==> src/rtl/core/slt_pkg.sv <==
// Shared types, token codes and keyword table for the source token lexer.
// Used by slt_lexer, slt_queue and source_token_lexer.
package slt_pkg;

    localparam int COUNT_BITS    = 16;
    localparam int KEYWORD_CHARS = 6;
    localparam int KW_BITS       = 8 * KEYWORD_CHARS;
    localparam int KW_COUNT      = 23;
    localparam int QUEUE_DEPTH   = 4;

    localparam logic [COUNT_BITS-1:0] COUNT_MAX = '1;

    localparam logic [5:0] K_IDENT   = 6'd23;
    localparam logic [5:0] K_INT     = 6'd24;
    localparam logic [5:0] K_FLOAT   = 6'd25;
    localparam logic [5:0] K_STRING  = 6'd26;
    localparam logic [5:0] K_OP      = 6'd27;
    localparam logic [5:0] K_EQUALS  = 6'd28;
    localparam logic [5:0] K_DOT     = 6'd29;
    localparam logic [5:0] K_COLON   = 6'd30;
    localparam logic [5:0] K_COMMA   = 6'd31;
    localparam logic [5:0] K_LBRACE  = 6'd32;
    localparam logic [5:0] K_RBRACE  = 6'd33;
    localparam logic [5:0] K_LPAREN  = 6'd34;
    localparam logic [5:0] K_RPAREN  = 6'd35;
    localparam logic [5:0] K_LBRACK  = 6'd36;
    localparam logic [5:0] K_RBRACK  = 6'd37;
    localparam logic [5:0] K_NEWLINE = 6'd38;
    localparam logic [5:0] K_END     = 6'd39;

    localparam logic [2:0] ST_OK       = 3'd0;
    localparam logic [2:0] ST_BAD_BYTE = 3'd1;
    localparam logic [2:0] ST_OPEN_CMT = 3'd2;
    localparam logic [2:0] ST_OPEN_STR = 3'd3;
    localparam logic [2:0] ST_STRAY    = 3'd4;

    typedef enum logic [14:0] {
        M_IDLE  = 15'b000000000000001,
        M_WORD  = 15'b000000000000010,
        M_NUM   = 15'b000000000000100,
        M_FRAC  = 15'b000000000001000,
        M_DOTP  = 15'b000000000010000,
        M_STR   = 15'b000000000100000,
        M_SLASH = 15'b000000001000000,
        M_LCOMM = 15'b000000010000000,
        M_BCOMM = 15'b000000100000000,
        M_CMP   = 15'b000001000000000,
        M_BAR   = 15'b000010000000000,
        M_AMP   = 15'b000100000000000,
        M_EQ    = 15'b001000000000000,
        M_BSL   = 15'b010000000000000,
        M_DONE  = 15'b100000000000000
    } mode_t;

    typedef struct packed {
        logic [5:0]  kind;
        logic [2:0]  status;
        logic [15:0] line;
        logic [15:0] column;
        logic [15:0] length;
    } tok_t;

    typedef struct packed {
        logic [1:0] count;
        tok_t       first;
        tok_t       second;
    } push_t;

    typedef struct packed {
        tok_t tok;
        logic last;
    } entry_t;

    localparam logic [KW_BITS-1:0] KW_TEXT [KW_COUNT] = '{
        KW_BITS'("array"), KW_BITS'("assert"), KW_BITS'("bool"), KW_BITS'("else"),
        KW_BITS'("false"), KW_BITS'("float"), KW_BITS'("fn"), KW_BITS'("if"),
        KW_BITS'("image"), KW_BITS'("int"), KW_BITS'("let"), KW_BITS'("print"),
        KW_BITS'("read"), KW_BITS'("return"), KW_BITS'("show"), KW_BITS'("struct"),
        KW_BITS'("sum"), KW_BITS'("then"), KW_BITS'("time"), KW_BITS'("to"),
        KW_BITS'("true"), KW_BITS'("void"), KW_BITS'("write")
    };

    localparam logic [2:0] KW_LEN [KW_COUNT] = '{
        3'd5, 3'd6, 3'd4, 3'd4, 3'd5, 3'd5, 3'd2, 3'd2, 3'd5, 3'd3, 3'd3, 3'd5,
        3'd4, 3'd6, 3'd4, 3'd6, 3'd3, 3'd4, 3'd4, 3'd2, 3'd4, 3'd4, 3'd5
    };

    function automatic logic [5:0] word_kind(input logic [KW_BITS-1:0] prefix,
                                             input logic [COUNT_BITS-1:0] len);
        logic [5:0] k;
        k = K_IDENT;
        for (int i = KW_COUNT - 1; i >= 0; i--)
        begin
            if (len == COUNT_BITS'(KW_LEN[i]) && prefix == KW_TEXT[i])
            begin
                k = 6'(i);
            end
        end
        return k;
    endfunction

    function automatic logic [COUNT_BITS-1:0] sat_inc(input logic [COUNT_BITS-1:0] v);
        return (v == COUNT_MAX) ? v : v + 1'b1;
    endfunction

    function automatic tok_t mk_tok(input logic [5:0] kind, input logic [2:0] status,
                                    input logic [COUNT_BITS-1:0] line,
                                    input logic [COUNT_BITS-1:0] column,
                                    input logic [COUNT_BITS-1:0] length);
        tok_t t;
        t.kind   = kind;
        t.status = status;
        t.line   = 16'(line);
        t.column = 16'(column);
        t.length = 16'(length);
        return t;
    endfunction

endpackage

==> src/rtl/core/slt_lexer.sv <==
// Lexer state registers and per-byte next-state and token logic.
// Depends on slt_pkg.
module slt_lexer
    import slt_pkg::*;
(
    input  logic        clk,
    input  logic        rst_n,
    input  logic        accept,
    input  logic [7:0]  char_code,
    input  logic        end_of_input,
    output push_t       push
);

    mode_t                 mode_reg, mode_next;
    logic [COUNT_BITS-1:0] line_reg, line_next, col_reg, col_next;
    logic [COUNT_BITS-1:0] sline_reg, sline_next, scol_reg, scol_next;
    logic [COUNT_BITS-1:0] len_reg, len_next;
    logic [KW_BITS-1:0]    prefix_reg, prefix_next;
    logic                  dot_reg, dot_next, star_reg, star_next, nl_reg, nl_next;

    logic  p1_v, p2_v, do_begin, is_dig, is_let;
    tok_t  p1, p2;
    logic [7:0] c;

    always_comb
    begin
        c           = char_code;
        is_dig      = (c >= "0") && (c <= "9");
        is_let      = ((c >= "a") && (c <= "z")) || ((c >= "A") && (c <= "Z"));
        mode_next   = mode_reg;
        line_next   = line_reg;
        col_next    = col_reg;
        sline_next  = sline_reg;
        scol_next   = scol_reg;
        len_next    = len_reg;
        prefix_next = prefix_reg;
        dot_next    = dot_reg;
        star_next   = star_reg;
        nl_next     = nl_reg;
        p1_v        = 1'b0;
        p2_v        = 1'b0;
        p1          = '0;
        p2          = '0;
        do_begin    = 1'b0;
        if (accept && mode_reg != M_DONE)
        begin
            if (end_of_input)
            begin
                p1_v = 1'b1;
                case (mode_reg)
                    M_WORD:  p1 = mk_tok(word_kind(prefix_reg, len_reg), ST_OK,
                                         sline_reg, scol_reg, len_reg);
                    M_NUM:   p1 = mk_tok(dot_reg ? K_FLOAT : K_INT, ST_OK,
                                         sline_reg, scol_reg, len_reg);
                    M_FRAC:  p1 = mk_tok(K_FLOAT, ST_OK, sline_reg, scol_reg, len_reg);
                    M_DOTP:  p1 = mk_tok(K_DOT, ST_OK, sline_reg, scol_reg, len_reg);
                    M_SLASH, M_CMP:
                             p1 = mk_tok(K_OP, ST_OK, sline_reg, scol_reg, len_reg);
                    M_EQ:    p1 = mk_tok(K_EQUALS, ST_OK, sline_reg, scol_reg, len_reg);
                    M_STR:   p1 = mk_tok(K_END, ST_OPEN_STR, sline_reg, scol_reg, '0);
                    M_BCOMM: p1 = mk_tok(K_END, ST_OPEN_CMT, sline_reg, scol_reg, '0);
                    M_BAR, M_AMP, M_BSL:
                             p1 = mk_tok(K_END, ST_STRAY, sline_reg, scol_reg, '0);
                    default: p1_v = 1'b0;
                endcase
                if (p1_v && p1.status == ST_OK)
                begin
                    nl_next = 1'b0;
                end
                if (!(p1_v && p1.status != ST_OK))
                begin
                    p2_v = 1'b1;
                    p2   = mk_tok(K_END, ST_OK, line_reg, col_reg, '0);
                end
                mode_next = M_DONE;
            end
            else if ((c < 8'd32 || c > 8'd126) && c != 8'h0A)
            begin
                p1_v      = 1'b1;
                p1        = mk_tok(K_END, ST_BAD_BYTE, line_reg, col_reg, '0);
                mode_next = M_DONE;
            end
            else
            begin
                case (mode_reg)
                    M_WORD:
                    begin
                        if (is_let || is_dig || c == "_")
                        begin
                            if (len_reg < COUNT_BITS'(KEYWORD_CHARS))
                            begin
                                prefix_next = {prefix_reg[KW_BITS-9:0], c};
                            end
                            len_next = sat_inc(len_reg);
                        end
                        else
                        begin
                            p1_v     = 1'b1;
                            p1       = mk_tok(word_kind(prefix_reg, len_reg), ST_OK,
                                              sline_reg, scol_reg, len_reg);
                            do_begin = 1'b1;
                        end
                    end
                    M_NUM:
                    begin
                        if (is_dig)
                        begin
                            len_next = sat_inc(len_reg);
                        end
                        else if (c == ".")
                        begin
                            len_next = sat_inc(len_reg);
                            if (dot_reg)
                            begin
                                p1_v      = 1'b1;
                                p1        = mk_tok(K_FLOAT, ST_OK, sline_reg, scol_reg,
                                                   len_next);
                                mode_next = M_IDLE;
                            end
                            else
                            begin
                                dot_next = 1'b1;
                            end
                        end
                        else
                        begin
                            p1_v     = 1'b1;
                            p1       = mk_tok(dot_reg ? K_FLOAT : K_INT, ST_OK,
                                              sline_reg, scol_reg, len_reg);
                            do_begin = 1'b1;
                        end
                    end
                    M_FRAC:
                    begin
                        if (is_dig)
                        begin
                            len_next = sat_inc(len_reg);
                        end
                        else
                        begin
                            p1_v     = 1'b1;
                            p1       = mk_tok(K_FLOAT, ST_OK, sline_reg, scol_reg, len_reg);
                            do_begin = 1'b1;
                        end
                    end
                    M_DOTP:
                    begin
                        if (is_dig)
                        begin
                            mode_next = M_FRAC;
                            len_next  = COUNT_BITS'(2);
                        end
                        else
                        begin
                            p1_v     = 1'b1;
                            p1       = mk_tok(K_DOT, ST_OK, sline_reg, scol_reg, len_reg);
                            do_begin = 1'b1;
                        end
                    end
                    M_STR:
                    begin
                        if (c == 8'h0A)
                        begin
                            p1_v      = 1'b1;
                            p1        = mk_tok(K_END, ST_OPEN_STR, sline_reg, scol_reg, '0);
                            mode_next = M_DONE;
                        end
                        else
                        begin
                            len_next = sat_inc(len_reg);
                            if (c == "\"")
                            begin
                                p1_v      = 1'b1;
                                p1        = mk_tok(K_STRING, ST_OK, sline_reg, scol_reg,
                                                   len_next);
                                mode_next = M_IDLE;
                            end
                        end
                    end
                    M_SLASH:
                    begin
                        if (c == "/")
                        begin
                            mode_next = M_LCOMM;
                        end
                        else if (c == "*")
                        begin
                            mode_next = M_BCOMM;
                            star_next = 1'b0;
                        end
                        else
                        begin
                            p1_v     = 1'b1;
                            p1       = mk_tok(K_OP, ST_OK, sline_reg, scol_reg, len_reg);
                            do_begin = 1'b1;
                        end
                    end
                    M_LCOMM:
                    begin
                        do_begin = (c == 8'h0A);
                    end
                    M_BCOMM:
                    begin
                        if (c == "/" && star_reg)
                        begin
                            mode_next = M_IDLE;
                        end
                        else
                        begin
                            star_next = (c == "*");
                        end
                    end
                    M_CMP, M_EQ:
                    begin
                        p1_v = 1'b1;
                        if (c == "=")
                        begin
                            len_next  = COUNT_BITS'(2);
                            p1        = mk_tok(K_OP, ST_OK, sline_reg, scol_reg, len_next);
                            mode_next = M_IDLE;
                        end
                        else
                        begin
                            p1       = mk_tok((mode_reg == M_EQ) ? K_EQUALS : K_OP, ST_OK,
                                              sline_reg, scol_reg, len_reg);
                            do_begin = 1'b1;
                        end
                    end
                    M_BAR, M_AMP:
                    begin
                        p1_v = 1'b1;
                        if (c == ((mode_reg == M_BAR) ? 8'h7C : 8'h26))
                        begin
                            len_next  = COUNT_BITS'(2);
                            p1        = mk_tok(K_OP, ST_OK, sline_reg, scol_reg, len_next);
                            mode_next = M_IDLE;
                        end
                        else
                        begin
                            p1        = mk_tok(K_END, ST_STRAY, sline_reg, scol_reg, '0);
                            mode_next = M_DONE;
                        end
                    end
                    M_BSL:
                    begin
                        if (c == 8'h0A)
                        begin
                            mode_next = M_IDLE;
                        end
                        else
                        begin
                            p1_v      = 1'b1;
                            p1        = mk_tok(K_END, ST_STRAY, sline_reg, scol_reg, '0);
                            mode_next = M_DONE;
                        end
                    end
                    default: do_begin = 1'b1;
                endcase
                if (p1_v && p1.status == ST_OK)
                begin
                    nl_next = 1'b0;
                end
                if (do_begin)
                begin
                    sline_next = line_reg;
                    scol_next  = col_reg;
                    len_next   = COUNT_BITS'(1);
                    mode_next  = M_IDLE;
                    p2         = mk_tok(K_OP, ST_OK, line_reg, col_reg, COUNT_BITS'(1));
                    case (c)
                        8'h0A:
                        begin
                            p2.kind = K_NEWLINE;
                            p2_v    = !nl_next;
                        end
                        ":":  begin p2.kind = K_COLON;  p2_v = 1'b1; end
                        ",":  begin p2.kind = K_COMMA;  p2_v = 1'b1; end
                        "{":  begin p2.kind = K_LBRACE; p2_v = 1'b1; end
                        "}":  begin p2.kind = K_RBRACE; p2_v = 1'b1; end
                        "(":  begin p2.kind = K_LPAREN; p2_v = 1'b1; end
                        ")":  begin p2.kind = K_RPAREN; p2_v = 1'b1; end
                        "[":  begin p2.kind = K_LBRACK; p2_v = 1'b1; end
                        "]":  begin p2.kind = K_RBRACK; p2_v = 1'b1; end
                        "+", "-", "*", "%": p2_v = 1'b1;
                        " ":  ;
                        "\"": mode_next = M_STR;
                        "/":  mode_next = M_SLASH;
                        ".":  mode_next = M_DOTP;
                        8'h5C: mode_next = M_BSL;
                        "<", ">", "!": mode_next = M_CMP;
                        8'h7C: mode_next = M_BAR;
                        8'h26: mode_next = M_AMP;
                        "=":  mode_next = M_EQ;
                        default:
                        begin
                            if (is_dig)
                            begin
                                mode_next = M_NUM;
                                dot_next  = 1'b0;
                            end
                            else if (is_let)
                            begin
                                mode_next   = M_WORD;
                                prefix_next = KW_BITS'(c);
                            end
                            else
                            begin
                                p2_v      = 1'b1;
                                p2        = mk_tok(K_END, ST_STRAY, line_reg, col_reg, '0);
                                mode_next = M_DONE;
                            end
                        end
                    endcase
                    if (p2_v && p2.status == ST_OK)
                    begin
                        nl_next = (p2.kind == K_NEWLINE);
                    end
                end
                if (mode_next != M_DONE)
                begin
                    if (c == 8'h0A)
                    begin
                        line_next = sat_inc(line_reg);
                        col_next  = COUNT_BITS'(1);
                    end
                    else
                    begin
                        col_next = sat_inc(col_reg);
                    end
                end
            end
        end
        push.count  = 2'(p1_v) + 2'(p2_v);
        push.first  = p1_v ? p1 : p2;
        push.second = p2;
    end

    always_ff @(posedge clk or negedge rst_n)
    begin
        if (!rst_n)
        begin
            mode_reg   <= M_IDLE;
            line_reg   <= COUNT_BITS'(1);
            col_reg    <= COUNT_BITS'(1);
            sline_reg  <= COUNT_BITS'(1);
            scol_reg   <= COUNT_BITS'(1);
            len_reg    <= '0;
            prefix_reg <= '0;
            dot_reg    <= 1'b0;
            star_reg   <= 1'b0;
            nl_reg     <= 1'b0;
        end
        else
        begin
            mode_reg   <= mode_next;
            line_reg   <= line_next;
            col_reg    <= col_next;
            sline_reg  <= sline_next;
            scol_reg   <= scol_next;
            len_reg    <= len_next;
            prefix_reg <= prefix_next;
            dot_reg    <= dot_next;
            star_reg   <= star_next;
            nl_reg     <= nl_next;
        end
    end

endmodule

==> src/rtl/core/slt_queue.sv <==
// Result queue: takes up to two tokens per cycle, hands out one per cycle while out_ready is high.
// Depends on slt_pkg.
module slt_queue
    import slt_pkg::*;
(
    input  logic   clk,
    input  logic   rst_n,
    input  push_t  push,
    output logic   room,
    output logic   out_valid,
    input  logic   out_ready,
    output entry_t out_entry
);

    localparam int PTR_BITS = $clog2(QUEUE_DEPTH);

    entry_t                mem_reg [QUEUE_DEPTH];
    logic [PTR_BITS-1:0]   wr_reg, wr_next, rd_reg, rd_next;
    logic [PTR_BITS:0]     level_reg, level_next;
    logic                  pop;

    assign out_valid = (level_reg != '0);
    assign out_entry = mem_reg[rd_reg];
    assign room      = (level_reg <= (PTR_BITS + 1)'(QUEUE_DEPTH - 2));
    assign pop       = out_valid && out_ready;

    always_comb
    begin
        wr_next    = wr_reg + PTR_BITS'(push.count);
        rd_next    = rd_reg + PTR_BITS'(pop);
        level_next = level_reg + (PTR_BITS + 1)'(push.count) - (PTR_BITS + 1)'(pop);
    end

    always_ff @(posedge clk)
    begin
        if (push.count != 2'd0)
        begin
            mem_reg[wr_reg] <= '{tok: push.first, last: (push.count == 2'd1)};
        end
        if (push.count == 2'd2)
        begin
            mem_reg[wr_reg + 1'b1] <= '{tok: push.second, last: 1'b1};
        end
    end

    always_ff @(posedge clk or negedge rst_n)
    begin
        if (!rst_n)
        begin
            wr_reg    <= '0;
            rd_reg    <= '0;
            level_reg <= '0;
        end
        else
        begin
            wr_reg    <= wr_next;
            rd_reg    <= rd_next;
            level_reg <= level_next;
        end
    end

endmodule

==> src/rtl/core/source_token_lexer.sv <==
// Top level of the source token lexer: byte stream in, token stream out.
// Depends on slt_pkg, slt_lexer and slt_queue.
//
// Input channel s_axis: one source byte per item in tdata, tlast marks the
// end of source (byte then ignored). Output channel m_axis: one token per
// item; tlast marks the last token caused by one input item.
// Each accepted byte updates the lexer state in the same cycle and writes
// zero, one or two tokens into a four-entry result queue, from which they
// are handed out on m_axis in order.
// Throughput: one byte per cycle while the queue has room for two tokens;
// a byte that yields two tokens needs two output transfers, so the output port
// sets the sustained rate when tokens come densely.
// When the receiver stalls, the queue fills and s_axis_tready drops once
// fewer than two entries are free; no token is lost.
// After an error token or the end token no more tokens appear until reset.
// Reset (rst_n low, asynchronous) empties the queue and returns the lexer
// to line 1, column 1.
module source_token_lexer
    import slt_pkg::*;
(
    input  logic        clk,
    input  logic        rst_n,
    input  logic        s_axis_tvalid,
    output logic        s_axis_tready,
    input  logic [7:0]  s_axis_tdata,   // [7:0] char_code
    input  logic        s_axis_tlast,
    output logic        m_axis_tvalid,
    input  logic        m_axis_tready,
    output logic [63:0] m_axis_tdata,   // [5:0] kind, [8:6] status, [24:9] line,
                                        // [40:25] column, [56:41] length, zeros
    output logic        m_axis_tlast
);

    push_t  push;
    entry_t head;
    logic   accept;

    assign accept = s_axis_tvalid && s_axis_tready;

    slt_lexer u_lexer (
        .clk          (clk),
        .rst_n        (rst_n),
        .accept       (accept),
        .char_code    (s_axis_tdata),
        .end_of_input (s_axis_tlast),
        .push         (push)
    );

    slt_queue u_queue (
        .clk       (clk),
        .rst_n     (rst_n),
        .push      (push),
        .room      (s_axis_tready),
        .out_valid (m_axis_tvalid),
        .out_ready (m_axis_tready),
        .out_entry (head)
    );

    assign m_axis_tdata = {7'd0, head.tok.length, head.tok.column, head.tok.line,
                           head.tok.status, head.tok.kind};
    assign m_axis_tlast = head.last;

`ifndef SYNTHESIS
    a_no_push_without_accept: assert property (@(posedge clk) disable iff (!rst_n)
        !accept |-> push.count == 2'd0)
        else $error("tokens produced without an accepted item");
    a_error_is_end: assert property (@(posedge clk) disable iff (!rst_n)
        m_axis_tvalid && m_axis_tdata[8:6] != ST_OK |-> m_axis_tdata[5:0] == K_END)
        else $error("error token without end kind");
    a_pair_ends_run: assert property (@(posedge clk) disable iff (!rst_n)
        push.count == 2'd2 |-> push.first.status == ST_OK)
        else $error("error token followed by another token");
`endif

endmodule

==> config.mk <==
export PLATFORM = sky130hd
export DESIGN_NAME = source_token_lexer
export DESIGN_NICKNAME = d
export VERILOG_FILES = /design/src/rtl/core/slt_pkg.sv /design/src/rtl/core/slt_lexer.sv /design/src/rtl/core/slt_queue.sv /design/src/rtl/core/source_token_lexer.sv
export SDC_FILE = /design/constraint.sdc
export NUM_CORES = 1
export LEC_CHECK = 0
export BUFFER_PORTS_ARGS = -buffer_cell sky130_fd_sc_hd__buf_2
export CAP_MARGIN = 20
export CORE_ASPECT_RATIO = 1.2
export CORE_MARGIN = 5
export CORE_UTILIZATION = 30
export CTS_BUF_LIST = sky130_fd_sc_hd__clkbuf_4 sky130_fd_sc_hd__clkbuf_8
export DETAILED_ROUTE_END_ITERATION = 6
export PLACE_DENSITY_LB_ADDON = 0.2
export REMOVE_ABC_BUFFERS = 1
export SLEW_MARGIN = 30
export SYNTH_ARGS = -nofsm -noshare
export SYNTH_HDL_FRONTEND = slang
export SYNTH_HIERARCHICAL = 1
export SYNTH_SLANG_ARGS = --single-unit
==> constraint.sdc <==
create_clock -name clk -period 7.55 [get_ports clk]
set_clock_uncertainty 0.1 [all_clocks]
set_input_delay 1.51 -clock clk [delete_from_list [all_inputs] [get_ports clk]]
set_output_delay 1.51 -clock clk [all_outputs]
set_load 0.005 [all_outputs]
==> results.md <==
* Status: completed
* Gpl congestion at between 0.9 and 1
* Post-CTS Resized at 0
* Initial antenna violation count at 2
* Sequential-to-total area share from yosys stat at 47.9%
* Max reg flops at about 230
* RR Startpoint: u_lexer/mode_reg[8]$_DFFE_PN0P_
* Vias in the first global route at 18,561
* Yosys synthesis warning count at 6
* Critical path class: in -> reg
* Max-cap violations at 0
* Root buf cell: clkbuf_8
* Synth top area share at 30.5%
* Most used flip-flop cell after synthesis: edfxtp_1
* Power Density at 253 nW/um2
* Via density at 5.64
* Final worst path period share at between 70 and 80%
* Sink Count at 385
* Setup Buffers After CTS at 0
* Crit path cell chain: buf_2, or3b_1, nor4_2, o32ai_1, a21boi_2, nor4bb_1, o21ai_0, o2111ai_1, nand2_1, ha_1, nand2b_1, o22ai_4, buf_12
* Max Freq at ~170 MHz
* Clk_lat worst skew at 0.65 ns
* Final setup vio count at 0
* Worst VDD drop at 0.000273 V
* Worst hold start: u_lexer/sline_reg[0]$_DFFE_PN1P_
* Area growth, synth to finish at 12.6%
* Full die area at 80,400 um2
* Async set or reset register ratio after synthesis at 39.7%
* Synth top area cells: edfxtp_1 31%, dfrtp_1 17%, mux4_2 5.8%
* Dpl ws at 1.18 ns
* Crit path depth at 13
* GRT Overall Usage at 18.2%
* Worst setup margin at 1.79 ns
* Final hold vios at 0
* DRT Pass-1 Iters at 7
* Post-synth EDFFs at ~230
* Share of cells above drive strength 1 at 17.6%
* Nets at 2,213
* Slowest-stage cell, CP: o22ai_4
* Hold Crit Depth at 2
* Initial Util at 30.4%
* Floorplan core area at 73,900 um2
* Reg clk slew, reported paths at 0.05 ns
* Post-Synthesis Cells at 2,178
* Row cnt at roughly 110
* Placed Cells at 3,111
* HPWL after DPL at 49,200 um
* Tot Pwr at 6.38 mW
* Post-Route WL at 75,100 um
* RSZ-0062 raised after global routing: false
* Critical Path RT at 7.77 ns
* Leading area contributor after synthesis: edfxtp_1
* PortBufs at 72
* Critical Path Max Stage Delay at 0.62 ns
* Wire per inst at 23.1 um
* R2R Setup Slk at 2.06 ns
* Crit. End Element: register
* Slew Viols, Final at 0
* CP Buf/Inv Count at 2
* Startpoint types: input port
* Die Height at 310 um
* TritonCTS Buffers at 73
* Hold-fix buffer count after cts at 0
* Number of nets with antenna violations after routing at 0
* Remaining Overflow, GRT at 0
* Mean area per synthesized cell at 10.3 um2
* Maximum root-to-sink buffer count at 3
* Initial DRC count at 1,638
* Tightest Pin Transition at 0.905 ns
* Min Tclk post-route at between 5 and 6 ns
* Crit-path leading delay family: simple AND/OR/NAND/NOR gates
* Worst reg2reg path depth at 12
* #FFs+latches synth at just under 400
* Largest net degree at the start of global routing at 100
* Worst Path Max Fanout at 26
* Post-Layout Cell Count at 3,249
* CTS tree: yes
* DRC errors left at 0
* First-pass GRT wire length at 115,000 um
* Hold-critical path endpoint: u_lexer/sline_reg[0]$_DFFE_PN1P_
* HP Class: reg -> reg
* Leakage power at 8.83 nW
* H-Tree Depth at 3
* Worst Path Arrival at between 5 and 6 ns
* Post-synthesis cell type count at between 100 and 150
* Worst rel slew slack at 39.1%
* Worst r2r dst: u_queue/mem_reg[0][10]$_DFFE_PP_
* Ports at 80
* Via Count at 18,333
* Die width at approximately 260 um
* Mapped Area at 22,400 um2
layout by cell type (no fill, tap or decap), drive strengths merged, types with 8 or more instances in the layout:
cell	instances
or4	23
o21a	8
nand2b	20
o21ai	58
nor2b	74
edfxtp	228
xnor2	19
mux4	58
and2	50
clkinv	14
a21oi	60
inv	28
nand4b	10
nor4b	10
a22o	75
o31ai	23
nor4bb	8
conb	24
a31oi	13
o211ai	9
nor3	45
mux2	10
buf	117
nand2	310
nor4	30
dfrtp	148
a32oi	58
nor3b	11
ha	10
clkbuf	113
and4	12
o22ai	131
nand3	67
and3	22
a21o	9
or3	10
nor2	159
nand4	46
cell usage after synthesis, types with 9 or more instances:
cell type	n
nor2b_1	74
nand4b_1	10
and3_1	22
o22ai_1	131
nand3_1	64
or3_1	10
o21ai_0	55
mux4_2	58
nand4_1	46
nand2_1	289
nand2_2	21
buf_2	37
xnor2_1	19
edfxtp_1	228
a21oi_1	59
clkbuf_1	107
a21o_1	9
ha_1	10
buf_6	11
nor4b_1	9
or4_1	20
dfrtp_1	148
a32oi_1	58
inv_1	24
nor3_1	44
buf_4	40
a22o_1	75
nor2_1	155
o31ai_1	22
nor4_1	23
nand2b_1	19
and4_1	12
and2_1	50
a31oi_1	13
nor3b_1	10
where the power goes:
| part | total [mW] | switching (mW) | internal (mW) |
|---|---|---|---|
| sequential | 2.55 | 0.226 | 2.32 |
| combinational | 1.67 | 1.04 | 0.630 |
| clock | 2.16 | 0.936 | 1.23 |
how the worst max path moves through the flow:
stage	from	to
4_1_cts	s_axis_tdata[5]	u_queue/mem_reg[0][10]$_DFFE_PP_
3_3_place_gp	s_axis_tdata[5]	u_queue/mem_reg[0][33]$_DFFE_PP_
2_1_floorplan	s_axis_tdata[6]	u_queue/mem_reg[3][10]$_DFFE_PP_
6_report	s_axis_tdata[5]	u_queue/mem_reg[0][10]$_DFFE_PP_
3_5_place_dp	s_axis_tdata[5]	u_queue/mem_reg[0][33]$_DFFE_PP_
5_1_grt	s_axis_tdata[5]	u_queue/mem_reg[1][44]$_DFFE_PP_
tightest hold or removal path, cell delays in order (launching register included):
cell and delay, ns:
dfstp_2 0.37, nand2_1 0.05, nand2_1 0.05
logic make-up after synthesis:
group	share of synthesized area [%]
simple gates	22.2
compound gates	16.6
flops	47.9
buf+inv	5.06
mux	6.54
xor+xnor	0.976
fa+ha+maj	0.647
other cells	0.0335
cell type report:
cell class                      count  area [um2]
Timing Repair Buffer              117         860
Clock buffer                      113        1370
Clock inverter                     22         176
Fill cell                        7606       48600
Multi-Input combinational cell   1587       10800
Antenna cell                        1        2.50
Inverter                           25        93.8
Sequential cell                   385       10800
Tap cell                          999        1250
per-stage QoR:
step | utilization [%] | hold slack (ns) | setup TNS [ns] | cell area (um2)
final | 34.2 | 0.360 | 0 | 25300
after global routing | 34.2 | 0.389 | 0 | 25300
after CTS | 34.1 | 0.361 | 0 | 25200
after detailed placement | 32.0 | 0.351 | 0 | 23700
after global placement | 32.0 | 0.348 | 0 | 23600
after floorplan | - | 0.339 | -184.32 | 21500
per-layer routing:
metal / vias up / track usage, % / routed length, um
li1: 8327 / - / -
met1: 9186 / 24.0 / 32000
met2: 664 / 31.1 / 36700
met3: 156 / 2.65 / 4050
met4: 0 / 6.00 / 2300
met5: - / 0 / 0
(Power assumes the default switching activity.)
